$ cat config.mk
export PLATFORM = sky130hd
export DESIGN_NAME = fifo_queue_with_delete
export DESIGN_NICKNAME = d
export VERILOG_FILES = /design/src/rtl/core/fqd_pkg.sv /design/src/rtl/core/fqd_dpath.sv /design/src/rtl/core/fqd_ctrl.sv /design/src/rtl/core/fifo_queue_with_delete.sv
export SDC_FILE = /design/constraint.sdc
export NUM_CORES = 1
export LEC_CHECK = 0
export ABC_CLOCK_PERIOD_IN_PS = 4700
export BUFFER_PORTS_ARGS = -buffer_cell sky130_fd_sc_hd__buf_2
export CAP_MARGIN = 10
export CORE_UTILIZATION = 56
export DETAILED_ROUTE_END_ITERATION = 10
export PLACE_DENSITY = 0.76
export SLEW_MARGIN = 40
export SYNTH_ARGS = -nofsm -noshare
export SYNTH_HDL_FRONTEND = slang
export SYNTH_SLANG_ARGS = --single-unit
$ cat constraint.sdc
create_clock -name clk -period 4.7 [get_ports clk]
set_input_delay 1.41 -clock clk [delete_from_list [all_inputs] [get_ports clk]]
set_output_delay 1.41 -clock clk [all_outputs]
set_load 0.01 [all_outputs]
$ cat src/rtl/core/fqd_pkg.sv
`default_nettype none

package fqd_pkg;

    // Queue geometry.
    localparam int DEPTH    = 16;
    localparam int IDX_W    = $clog2(DEPTH);
    localparam int CNT_W    = $clog2(DEPTH + 1);
    localparam int HANDLE_W = 32;
    localparam int FUNC_W   = 2;

    // Operation codes carried in the func field.
    localparam logic [FUNC_W-1:0] OP_ENQUEUE = 2'd0;
    localparam logic [FUNC_W-1:0] OP_DEQUEUE = 2'd1;
    localparam logic [FUNC_W-1:0] OP_DELETE  = 2'd2;

    typedef enum logic [2:0] {
        ST_IDLE,
        ST_EXEC,
        ST_DEQ,
        ST_SRCH,
        ST_SHIFT,
        ST_DEL_FIN
    } state_t;

    // Read address selection, relative to the head of the queue.
    typedef enum logic [1:0] {
        RD_HEAD,
        RD_NEXT,
        RD_SKIP
    } rd_sel_t;

    // Write address selection.
    typedef enum logic {
        WR_TAIL,
        WR_POS
    } wr_sel_t;

    typedef struct packed {
        logic    load;
        logic    rd_en;
        rd_sel_t rd_sel;
        logic    wr_en;
        wr_sel_t wr_sel;
        logic    pos_clr;
        logic    pos_inc;
        logic    occ_inc;
        logic    occ_dec;
        logic    head_inc;
        logic    finish;
        logic    fin_fail;
        logic    fin_deq;
    } cmd_t;

    typedef struct packed {
        logic [FUNC_W-1:0] op;
        logic              handle_zero;
        logic              empty;
        logic              full;
        logic              match;
        logic              next_last;
        logic              skip_last;
        logic              out_free;
    } sts_t;

endpackage

`default_nettype wire

$ cat src/rtl/core/fqd_dpath.sv
`default_nettype none

module fqd_dpath
    import fqd_pkg::*;
(
    input  wire logic                clk,
    input  wire logic                rst_n,
    input  wire cmd_t                cmd,
    output sts_t                     sts,
    input  wire logic [FUNC_W-1:0]   func,
    input  wire logic [HANDLE_W-1:0] item_handle,
    output logic                     out_valid,
    input  wire logic                out_ready,
    output logic                     status,
    output logic [HANDLE_W-1:0]      out_handle,
    output logic [CNT_W-1:0]         count
);

    logic [HANDLE_W-1:0] mem [DEPTH];

    logic [FUNC_W-1:0]   func_reg;
    logic [HANDLE_W-1:0] handle_reg;
    logic [IDX_W-1:0]    head_reg;
    logic [IDX_W-1:0]    head_next;
    logic [CNT_W-1:0]    occ_reg;
    logic [CNT_W-1:0]    occ_next;
    logic [CNT_W-1:0]    pos_reg;
    logic [CNT_W-1:0]    pos_next;
    logic [HANDLE_W-1:0] rd_data_reg;
    logic                out_valid_reg;
    logic                status_reg;
    logic [HANDLE_W-1:0] out_handle_reg;
    logic [CNT_W-1:0]    count_reg;

    logic [CNT_W:0]      pos1;
    logic [CNT_W:0]      pos2;
    logic [CNT_W:0]      rd_off;
    logic [IDX_W-1:0]    rd_addr;
    logic [IDX_W-1:0]    wr_addr;
    logic [HANDLE_W-1:0] wr_data;

    // Physical slot of a queue position: head plus offset, wrapped once.
    function automatic logic [IDX_W-1:0] slot_of(
        input logic [IDX_W-1:0] base,
        input logic [CNT_W:0]   off
    );
        logic [CNT_W+1:0] sum;
        sum = {{(CNT_W + 2 - IDX_W){1'b0}}, base} + {1'b0, off};
        if (sum >= (CNT_W + 2)'(DEPTH))
        begin
            sum = sum - (CNT_W + 2)'(DEPTH);
        end
        return sum[IDX_W-1:0];
    endfunction

    assign pos1 = {1'b0, pos_reg} + (CNT_W + 1)'(1);
    assign pos2 = {1'b0, pos_reg} + (CNT_W + 1)'(2);

    always_comb
    begin
        case (cmd.rd_sel)
            RD_HEAD: rd_off = '0;
            RD_NEXT: rd_off = pos1;
            RD_SKIP: rd_off = pos2;
            default: rd_off = '0;
        endcase
    end

    assign rd_addr = slot_of(head_reg, rd_off);
    assign wr_addr = (cmd.wr_sel == WR_TAIL) ? slot_of(head_reg, {1'b0, occ_reg})
                                             : slot_of(head_reg, {1'b0, pos_reg});
    assign wr_data = (cmd.wr_sel == WR_TAIL) ? handle_reg : rd_data_reg;

    always_ff @(posedge clk)
    begin
        if (cmd.wr_en)
        begin
            mem[wr_addr] <= wr_data;
        end
        if (cmd.rd_en)
        begin
            rd_data_reg <= mem[rd_addr];
        end
    end

    always_comb
    begin
        occ_next = occ_reg;
        if (cmd.occ_inc)
        begin
            occ_next = occ_reg + CNT_W'(1);
        end
        else if (cmd.occ_dec)
        begin
            occ_next = occ_reg - CNT_W'(1);
        end

        head_next = head_reg;
        if (cmd.head_inc)
        begin
            head_next = (head_reg == IDX_W'(DEPTH - 1)) ? '0 : head_reg + IDX_W'(1);
        end

        pos_next = pos_reg;
        if (cmd.pos_clr)
        begin
            pos_next = '0;
        end
        else if (cmd.pos_inc)
        begin
            pos_next = pos1[CNT_W-1:0];
        end
    end

    always_ff @(posedge clk or negedge rst_n)
    begin
        if (!rst_n)
        begin
            head_reg      <= '0;
            occ_reg       <= '0;
            pos_reg       <= '0;
            out_valid_reg <= 1'b0;
        end
        else
        begin
            head_reg <= head_next;
            occ_reg  <= occ_next;
            pos_reg  <= pos_next;
            if (cmd.finish)
            begin
                out_valid_reg <= 1'b1;
            end
            else if (out_ready)
            begin
                out_valid_reg <= 1'b0;
            end
        end
    end

    always_ff @(posedge clk)
    begin
        if (cmd.load)
        begin
            func_reg   <= func;
            handle_reg <= item_handle;
        end
        if (cmd.finish)
        begin
            status_reg     <= cmd.fin_fail;
            out_handle_reg <= cmd.fin_deq ? rd_data_reg : '0;
            count_reg      <= occ_next;
        end
    end

    assign sts.op          = func_reg;
    assign sts.handle_zero = (handle_reg == '0);
    assign sts.empty       = (occ_reg == '0);
    assign sts.full        = (occ_reg == CNT_W'(DEPTH));
    assign sts.match       = (rd_data_reg == handle_reg);
    assign sts.next_last   = (pos1 >= {1'b0, occ_reg});
    assign sts.skip_last   = (pos2 >= {1'b0, occ_reg});
    assign sts.out_free    = !out_valid_reg || out_ready;

    assign out_valid  = out_valid_reg;
    assign status     = status_reg;
    assign out_handle = out_handle_reg;
    assign count      = count_reg;

endmodule

`default_nettype wire

$ cat src/rtl/core/fqd_ctrl.sv
`default_nettype none

module fqd_ctrl
    import fqd_pkg::*;
(
    input  wire logic clk,
    input  wire logic rst_n,
    input  wire logic in_valid,
    output logic      in_ready,
    input  wire sts_t sts,
    output cmd_t      cmd
);

    state_t state_reg;
    state_t state_next;

    always_ff @(posedge clk or negedge rst_n)
    begin
        if (!rst_n)
        begin
            state_reg <= ST_IDLE;
        end
        else
        begin
            state_reg <= state_next;
        end
    end

    always_comb
    begin
        cmd        = '0;
        state_next = state_reg;
        in_ready   = 1'b0;

        case (state_reg)
            ST_IDLE:
            begin
                in_ready = 1'b1;
                if (in_valid)
                begin
                    cmd.load   = 1'b1;
                    state_next = ST_EXEC;
                end
            end

            ST_EXEC:
            begin
                case (sts.op)
                    OP_ENQUEUE:
                    begin
                        if (sts.out_free)
                        begin
                            cmd.finish = 1'b1;
                            if (sts.handle_zero || sts.full)
                            begin
                                cmd.fin_fail = 1'b1;
                            end
                            else
                            begin
                                cmd.wr_en   = 1'b1;
                                cmd.wr_sel  = WR_TAIL;
                                cmd.occ_inc = 1'b1;
                            end
                            state_next = ST_IDLE;
                        end
                    end
                    OP_DEQUEUE:
                    begin
                        if (sts.empty)
                        begin
                            if (sts.out_free)
                            begin
                                cmd.finish   = 1'b1;
                                cmd.fin_fail = 1'b1;
                                state_next   = ST_IDLE;
                            end
                        end
                        else
                        begin
                            cmd.rd_en  = 1'b1;
                            cmd.rd_sel = RD_HEAD;
                            state_next = ST_DEQ;
                        end
                    end
                    OP_DELETE:
                    begin
                        if (sts.handle_zero || sts.empty)
                        begin
                            if (sts.out_free)
                            begin
                                cmd.finish   = 1'b1;
                                cmd.fin_fail = 1'b1;
                                state_next   = ST_IDLE;
                            end
                        end
                        else
                        begin
                            cmd.rd_en   = 1'b1;
                            cmd.rd_sel  = RD_HEAD;
                            cmd.pos_clr = 1'b1;
                            state_next  = ST_SRCH;
                        end
                    end
                    default:
                    begin
                        if (sts.out_free)
                        begin
                            cmd.finish   = 1'b1;
                            cmd.fin_fail = 1'b1;
                            state_next   = ST_IDLE;
                        end
                    end
                endcase
            end

            ST_DEQ:
            begin
                if (sts.out_free)
                begin
                    cmd.finish   = 1'b1;
                    cmd.fin_deq  = 1'b1;
                    cmd.occ_dec  = 1'b1;
                    cmd.head_inc = 1'b1;
                    state_next   = ST_IDLE;
                end
            end

            ST_SRCH:
            begin
                if (sts.match)
                begin
                    if (sts.next_last)
                    begin
                        state_next = ST_DEL_FIN;
                    end
                    else
                    begin
                        cmd.rd_en  = 1'b1;
                        cmd.rd_sel = RD_NEXT;
                        state_next = ST_SHIFT;
                    end
                end
                else if (sts.next_last)
                begin
                    if (sts.out_free)
                    begin
                        cmd.finish   = 1'b1;
                        cmd.fin_fail = 1'b1;
                        state_next   = ST_IDLE;
                    end
                end
                else
                begin
                    cmd.rd_en   = 1'b1;
                    cmd.rd_sel  = RD_NEXT;
                    cmd.pos_inc = 1'b1;
                end
            end

            ST_SHIFT:
            begin
                cmd.wr_en   = 1'b1;
                cmd.wr_sel  = WR_POS;
                cmd.pos_inc = 1'b1;
                if (sts.skip_last)
                begin
                    state_next = ST_DEL_FIN;
                end
                else
                begin
                    cmd.rd_en  = 1'b1;
                    cmd.rd_sel = RD_SKIP;
                end
            end

            ST_DEL_FIN:
            begin
                if (sts.out_free)
                begin
                    cmd.finish  = 1'b1;
                    cmd.occ_dec = 1'b1;
                    state_next  = ST_IDLE;
                end
            end

            default:
            begin
                state_next = ST_IDLE;
            end
        endcase
    end

endmodule

`default_nettype wire

$ cat src/rtl/core/fifo_queue_with_delete.sv
// An enqueue, an unknown operation and a dequeue or delete that fails at once finish in
// the execute state; a dequeue reads the head, then finishes in its own state.
// The block holds one item at a time and takes the next only once a result is loaded. A
// delete walks the entry store one position per cycle, searching and then compacting.
// Reset: rst_n is asynchronous and active low; it empties the queue and drops any
// pending result. The entry store itself is not cleared.
`default_nettype none

module fifo_queue_with_delete
    import fqd_pkg::*;
(
    input  wire logic                clk,
    input  wire logic                rst_n,
    input  wire logic                in_valid,
    output logic                     in_ready,
    input  wire logic [FUNC_W-1:0]   func,
    input  wire logic [HANDLE_W-1:0] item_handle,
    output logic                     out_valid,
    input  wire logic                out_ready,
    output logic                     status,
    output logic [HANDLE_W-1:0]      out_handle,
    output logic [CNT_W-1:0]         count
);

    // The controller sequences each item; the datapath holds the circular entry
    // store, the head and occupancy registers, the walk position and the result
    // register. They talk only through the command and status structs below.
    cmd_t cmd;
    sts_t sts;

    // The controller takes one item at a time. An item is latched on acceptance,
    // executed, and its result is loaded into the output register once that
    // register is free, so a stalled consumer holds the walk in its final state
    // without disturbing the queue.
    fqd_ctrl u_ctrl (
        .clk      (clk),
        .rst_n    (rst_n),
        .in_valid (in_valid),
        .in_ready (in_ready),
        .sts      (sts),
        .cmd      (cmd)
    );

    // A delete first reads entries from the head until one matches, then copies
    // each later entry one slot toward the head, reading the next entry in the
    // same cycle as it writes the current one, and finally shortens the queue.
    fqd_dpath u_dpath (
        .clk         (clk),
        .rst_n       (rst_n),
        .cmd         (cmd),
        .sts         (sts),
        .func        (func),
        .item_handle (item_handle),
        .out_valid   (out_valid),
        .out_ready   (out_ready),
        .status      (status),
        .out_handle  (out_handle),
        .count       (count)
    );

endmodule

`default_nettype wire

# --- Word-level counts from Yosys, hierarchy flattened ---
# Memories as Yosys holds them, arrays and structs flattened. A register that Yosys moved wholly into a read port is not among the register bits.
# Cells that the tools add are included.
totals:
  register_bits: 90
  ram_bits: 512
  input_bits: 38
  output_inout_bits: 40
  wordCells: 117
  n_memories: 1
classes:
  addsub: 11
  magnitude_cmp: 5
  n_eq_ne: 15
  mux: 63
  n_reduce_logical: 12
mem_list:
  columns: ["name", "depth", "width", "rd", "rd_ports_with_merged_regs", "wr", "line_no", "text"]
  rows:
  - ["u_dpath.mem", 16, 32, 1, 1, 1, "fqd_dpath.sv:19", "logic [HANDLE_W-1:0] mem [DEPTH];"]
ops:
  columns: ["op", "count"]
  rows:
  - ["$mux 3", 12]
  - ["$eq 32x32->1", 1]
  - ["$logic_not 32->1", 1]
  - ["$mux 32", 1]
  - ["$mux 1", 21]
  - ["$mux 4", 5]
  - ["$mux 5", 4]
  - ["$mux 2", 9]
  - ["$pmux 3 s5", 1]
  - ["$add 4x5->6", 2]
  - ["$ge 6x5->1", 2]
  - ["$ge 6x5->1 const B", 2]
  - ["$pmux 3 s2", 2]
  - ["$pmux 6 s2", 1]
  - ["$sub 4x1->4 const B", 3]
  - ["$pmux 3 s3", 1]
  - ["$add 4x6->7", 1]
  - ["$ge 7x5->1 const B", 1]
  - ["$add 5x1->6 const B", 1]
  - ["$add 5x2->6 const B", 1]
  - ["$eq 3x2->1 const B", 2]
  - ["$eq 3x3->1 const B", 2]
  - ["$pmux 1 s2", 3]
  - ["$pmux 2 s3", 1]
  - ["20 further kinds", 26]

# --- Longest topological paths before layout ---
logic_depth:
  ltp_word: 10
  ltp_mapped: 19
  ltp_nobuf: 17

# --- Hierarchy ---
# Synthesis repeated with hierarchy kept, for this count alone.
unflattened:
  hier_cells: 1282
  area_unflattened_um2: 25532.0
by_module_without_submodules:
  columns: ["mod", "n_inst", "cells_per_inst", "area_each_um2", "seq_area_each_um2"]
  rows:
  - ["fqd_dpath", 1, 1219, 25041.5, 18873.1]
  - ["fqd_ctrl", 1, 63, 490.5, 75.1]

# --- Least setup slack after synthesis ---
# No wires, ideal clock.
synth_timing:
  path_kind: "register -> register"
  startpoint: "register u_dpath.pos_reg[0]"
  endpoint: "register u_dpath.rd_data_reg[11] (read register of u_dpath.mem), data pin"
  setup_ns: 0.273
  t_arrival_ns: 4.738
  required_ns: 4.427
  slack_ns: -0.312
  path_stages_with_launch: 18
  n_path_buf: 3
  synth_period_minus_slack_ns: 5.012
  path_cell_list: "dfrtp_1 -> ha_1 -> nor2b_1 -> or2_2 -> ha_1 -> a21o_1 -> a31oi_1 -> o21a_1 -> buf_4 -> inv_1 -> ha_1 -> mux2_2 -> ha_1 -> fa_1 -> clkbuf_1 -> clkbuf_1 -> mux4_2 -> mux4_1"
synth_between:
  elab_chain_len: 9
  word_cells_on_any_way: 14
  cone_classes: "4 x add/sub; 3 x order compare; 2 x eq/ne; 5 x mux"
synth_rtl:
  columns: ["element", "line_no", "text"]
  rows:
  - ["start, declared", "fqd_dpath.sv:27", "logic [CNT_W-1:0] pos_reg;"]
  - ["start signal, assigned", "fqd_dpath.sv:128", "pos_reg <= pos_next;"]
  - ["$add 5x1->6 / $add 5x2->6 (equally long branches)", "fqd_dpath.sv:56, fqd_dpath.sv:57", null]
  - ["$ge 6x5->1 (on tied branches)", "fqd_dpath.sv:160, fqd_dpath.sv:161", null]
  - ["$mux 3 (on tied branches)", "fqd_ctrl.sv:132, fqd_ctrl.sv:143, fqd_ctrl.sv:165", null]
  - ["$pmux 3 s3", "fqd_ctrl.sv:35", "case (state_reg)"]
  - ["$eq 2x2->1 / $eq 2x1->1 (equally long branches)", "fqd_dpath.sv:61", "case (cmd.rd_sel)"]
  - ["$pmux 6 s2", "fqd_dpath.sv:61", null]
  - ["$add 4x6->7", "fqd_dpath.sv:48", "sum = {{(CNT_W + 2 - IDX_W){1'b0}}, base} + {1'b0, off};"]
  - ["$ge 7x5->1 / $sub 4x1->4 (equally long branches)", "fqd_dpath.sv:49, fqd_dpath.sv:51", null]
  - ["$mux 4", "fqd_dpath.sv:49", "if (sum >= (CNT_W + 2)'(DEPTH))"]
  - ["end, declared", "fqd_dpath.sv:29", "logic [HANDLE_W-1:0] rd_data_reg;"]
# Several ways; a longest one is shown, not always the timed one.
# A chain may end at the register's enable or synchronous reset.

# --- Worst setup path in the final report ---
layout_timing:
  startpoint: "register u_dpath.pos_reg[0]"
  endpoint: "register u_dpath.rd_data_reg[29] (read register of u_dpath.mem), data pin"
# The elaborated chain is that of the path after synthesis.

==> results.py <==
metrics = {
    "detailed_routing": {
        "dr_wl_met3_mm": 5.84,
        "met1_length_mm": 23.6,
        "ant_nets": 0,
        "routed-wl-met2_mm": 32.1,
        "drc": 0,
        "firstDrtPassIters": 5,
        "drt_iter0_drc": 1658,
        "via_per_inst": 6.44,
        "maxUsedRoutingLayer": "met4",
        "detail_route.wl_per_cell_um": 30.5,
        "vias": 13500,
        "drt-total-wl_mm": 63.8,
    },
    "clock_tree": {
        "clockBufferDepth": 3,
        "cts_sinks": 634,
        "cts_tree": "built",
        "cts_buffers": 59,
        "clkSlewWorstSetupHoldPaths_ps": 60,
        "cts-root-buf": "clkbuf_16",
        "worstSkewPairLatency_ps": 640,
        "htreeDepth": 2,
        "postCtsHoldBufs": 0,
    },
    "timing": {
        "fin_crit_sh_pct": 103,
        "timing.fmax_mhz": 206,
        "slew_viol_final": 0,
        "hold_slack_ps": 580,
        "fin_skew_ps": 25.1,
        "final_hold_viol_count": 0,
        "layout_min_cycle_time_ps": 4850,
        "rsz0062_at_grt": "true",
        "finalSetupViolations": 31,
        "fin_ws_ps": -148,
        "maxSlewHeadroom_pct": 54.8,
        "tightest_slew_ps": 678,
        "fin_setup_tns_ps": -2780,
    },
    "layout": {
        "fill_cells": 2723,
        "largest_register": "u_dpath.mem",
        "drive_gt1_share_pct": 31.5,
        "final_util_pct": 67.2,
        "antenna_cells": 0,
        "nets": 1520,
        "area_delta_synth_final_pct": 17.5,
        "largest_reg_flops": 512,
    },
    "synthesis": {
        "yosysTopAreaCellShare_pct": 72.5,
        "synth_edf_count": 616,
        "synthDistinctLibCells": 57,
        "synth_ff_type": "edfxtp_1",
        "yosys_warnings": 0,
        "syn-cell-area_um2": 25500,
        "syn_nets": 1337,
        "ys_seq_area_share_pct": 74.3,
        "synth-xor-area-share_pct": 1.71,
        "yosys.area.top_type": "edfxtp_1",
        "synth_compound_area_share_pct": 1.79,
        "synth.area.mux_share_pct": 14.7,
        "synthAdderAreaFrac_pct": 1.48,
        "ys_seq_elements": 634,
        "syn-instance-count": 1270,
        "synth_simple_gate_area_share_pct": 4.65,
        "yosys-top-cells-area": "edfxtp_1 72%, mux4_2 12%, mux4_1 2.1%",
        "synth_async_sr_flop_share_pct": 2.84,
        "synth_top_family_by_area": "multiplexers",
        "avgSynthCellArea_um2": 20.1,
        "yosysMostFrequentCell": "edfxtp_1",
        "synthTopCellsByCount": "616 x edfxtp_1, 140 x mux4_2, 121 x nand2_1",
    },
    "run_status": {
        "status": "complete, but fails checks",
        "violations": "setup timing",
    },
    "pwr": {
        "p_leak_nw": 10.1,
        "ir_drop_v": 0.000413,
        "combPwrFrac_pct": 33.1,
        "p_int_mw": 13.0,
        "power.density_nw_per_um2": 626,
        "p_seq_share_pct": 40.8,
        "power_switching_mw": 5.72,
        "netSwitchingFraction_pct": 30.5,
        "total_power_mw": 18.8,
        "power_frac_clock_pct": 26.1,
    },
    "global_route": {
        "grt_pass1_vias": 13700,
        "grt_pass1_wl_mm": 91.6,
        "grt_use_total_pct": 27.8,
        "antenna_found_initial": 0,
        "gr-total-overflow": 0,
        "grt_start_max_net_pins": 44,
    },
    "critical_path": {
        "max_stage_delay_ps": 850,
        "cp.required_ps": 5050,
        "crit_chain": "ha_2, nor2b_4, or2_4, ha_4, a21o_1, a31oi_4, o21a_1, inv_2, ha_4, mux2_4, ha_4, fa_4, buf_12, buf_12, clkbuf_16, mux4_2, mux4_2",
        "crit_top_cell": "ha_4",
        "crit_arrival_ps": 5200,
        "r2r_start": "u_dpath.pos_reg[0]",
        "cp-start-kind": "flip-flop",
        "critPathLaunch": "u_dpath.pos_reg[0]",
        "slowest_stage": "fa_4",
        "critPathMaxFanout": 5,
        "crit_type": "flip-flop to flip-flop",
        "crit_path_end_kind": "flip-flop",
    },
    "die": {
        "ios": 78,
        "die_h_um": 215,
        "dieWidth_um": 215,
        "core_um2": 44600,
        "die_area_um2": 46400,
        "start_util_pct": 57.2,
        "rows": 77,
    },
    "hold_path": {
        "hold_path.class": "flip-flop to flip-flop",
        "min-delay-start": "u_dpath.out_valid",
    },
    "flow_run": {
        "maxCapViolCount": 0,
    },
    "place": {
        "dp_hpwl_mm": 34.7,
        "port_buffers": 77,
        "dp_slack_ps": -233,
        "place.gp.congestion": 0.894,
    },
}
==> metrics by stage <==
step,cells,instance area (um2)
final,2092,30000
after global routing,2092,30000
after CTS,2080,29800
after detailed placement,1962,27500
after global placement,1962,27500
after floorplan,1270,25600
==> layout by cell type (no fill, tap or decap), types with 9 or more instances in the layout <==
master and instances:
and3_1 33, bufinv_16 9, nand3_1 10, xnor2_1 12
clkinv_1 14, dfrtp_1 17, nor4_1 17, xor2_1 35
inv_1 20, a21oi_1 10, buf_4 53, mux4_2 155
edfxtp_1 616, clkbuf_16 64, ha_1 22, nor2_4 16
buf_2 77, o21ai_0 13, nand2_1 121, clkinv_2 13
buf_12 35
==> worst max-delay path, delay by kind of cell (launching register included) <==
| kind | cells | cell delay [ps] |
|---|---|---|
| AOI/OAI and AO/OA | 3 | 590 |
| adders and majority gates | 5 | 1620 |
| buffers and inverters | 4 | 520 |
| DFF | 1 | 400 |
| muxes | 3 | 1050 |
| and+or+nand+nor | 2 | 390 |
==> what timing repair did <==
item	CTS	global route
gates cloned	5	5
setup endpoints to repair	32	32
setup buffers	5	8
pin swaps	5	5
endpoints found under the hold margin	0	0
gates resized for setup	20	28
==> layout make-up <==
cell class | count | area, um2 | share of cell area, %
multi-input cells | 559 | 6440 | 21.5
flip-flops and latches | 634 | 18900 | 63.2
well taps | 592 | 741 | 2.47
clock inverters | 42 | 467 | 1.56
inverters | 21 | 78.8 | 0.263
clock buffers | 66 | 1520 | 5.08
repair buffers | 178 | 1770 | 5.92
==> power by group through the flow <==
stage	Combinational [mW]	Clock (mW)	Sequential, mW
2_1_floorplan	3.55	0	7.67
3_3_place_gp	5.43	0	7.73
3_5_place_dp	5.58	0	7.75
4_1_cts	5.94	4.94	7.64
5_1_grt	6.56	5.15	7.69
6_report	6.21	4.90	7.65
==> final timing paths <==
kind | endpoint | slack [ps] | cells after the start
max | u_dpath.rd_data_reg[29] | -150 | 17
min | u_dpath.out_valid | 580 | 2
max reg2reg | u_dpath.rd_data_reg[29] | -150 | 17
min reg2reg | u_dpath.out_valid | 580 | 2
max in group asynchronous | u_dpath.pos_reg[2] | 3610 | 1
min in group asynchronous | u_ctrl.state_reg[1] | 730 | 1
==> kinds of logic after synthesis <==
| logic type | Yosys count |
|---|---|
| AOI/OAI and AO/OA | 66 |
| xor gates and xnor gates | 49 |
| adders and majority gates | 29 |
| buffers and inverters | 77 |
| DFF | 634 |
| muxes | 168 |
| and+or+nand+nor | 247 |
==> metal layers <==
| layer | GRT usage, % | vias up |
|---|---|---|
| met5 | 0 | - |
| li1 | - | 5537 |
| met1 | 37.0 | 6967 |
| met4 | 10.9 | 0 |
| met3 | 4.20 | 150 |
| met2 | 46.6 | 827 |
(Power assumes the default switching activity.)
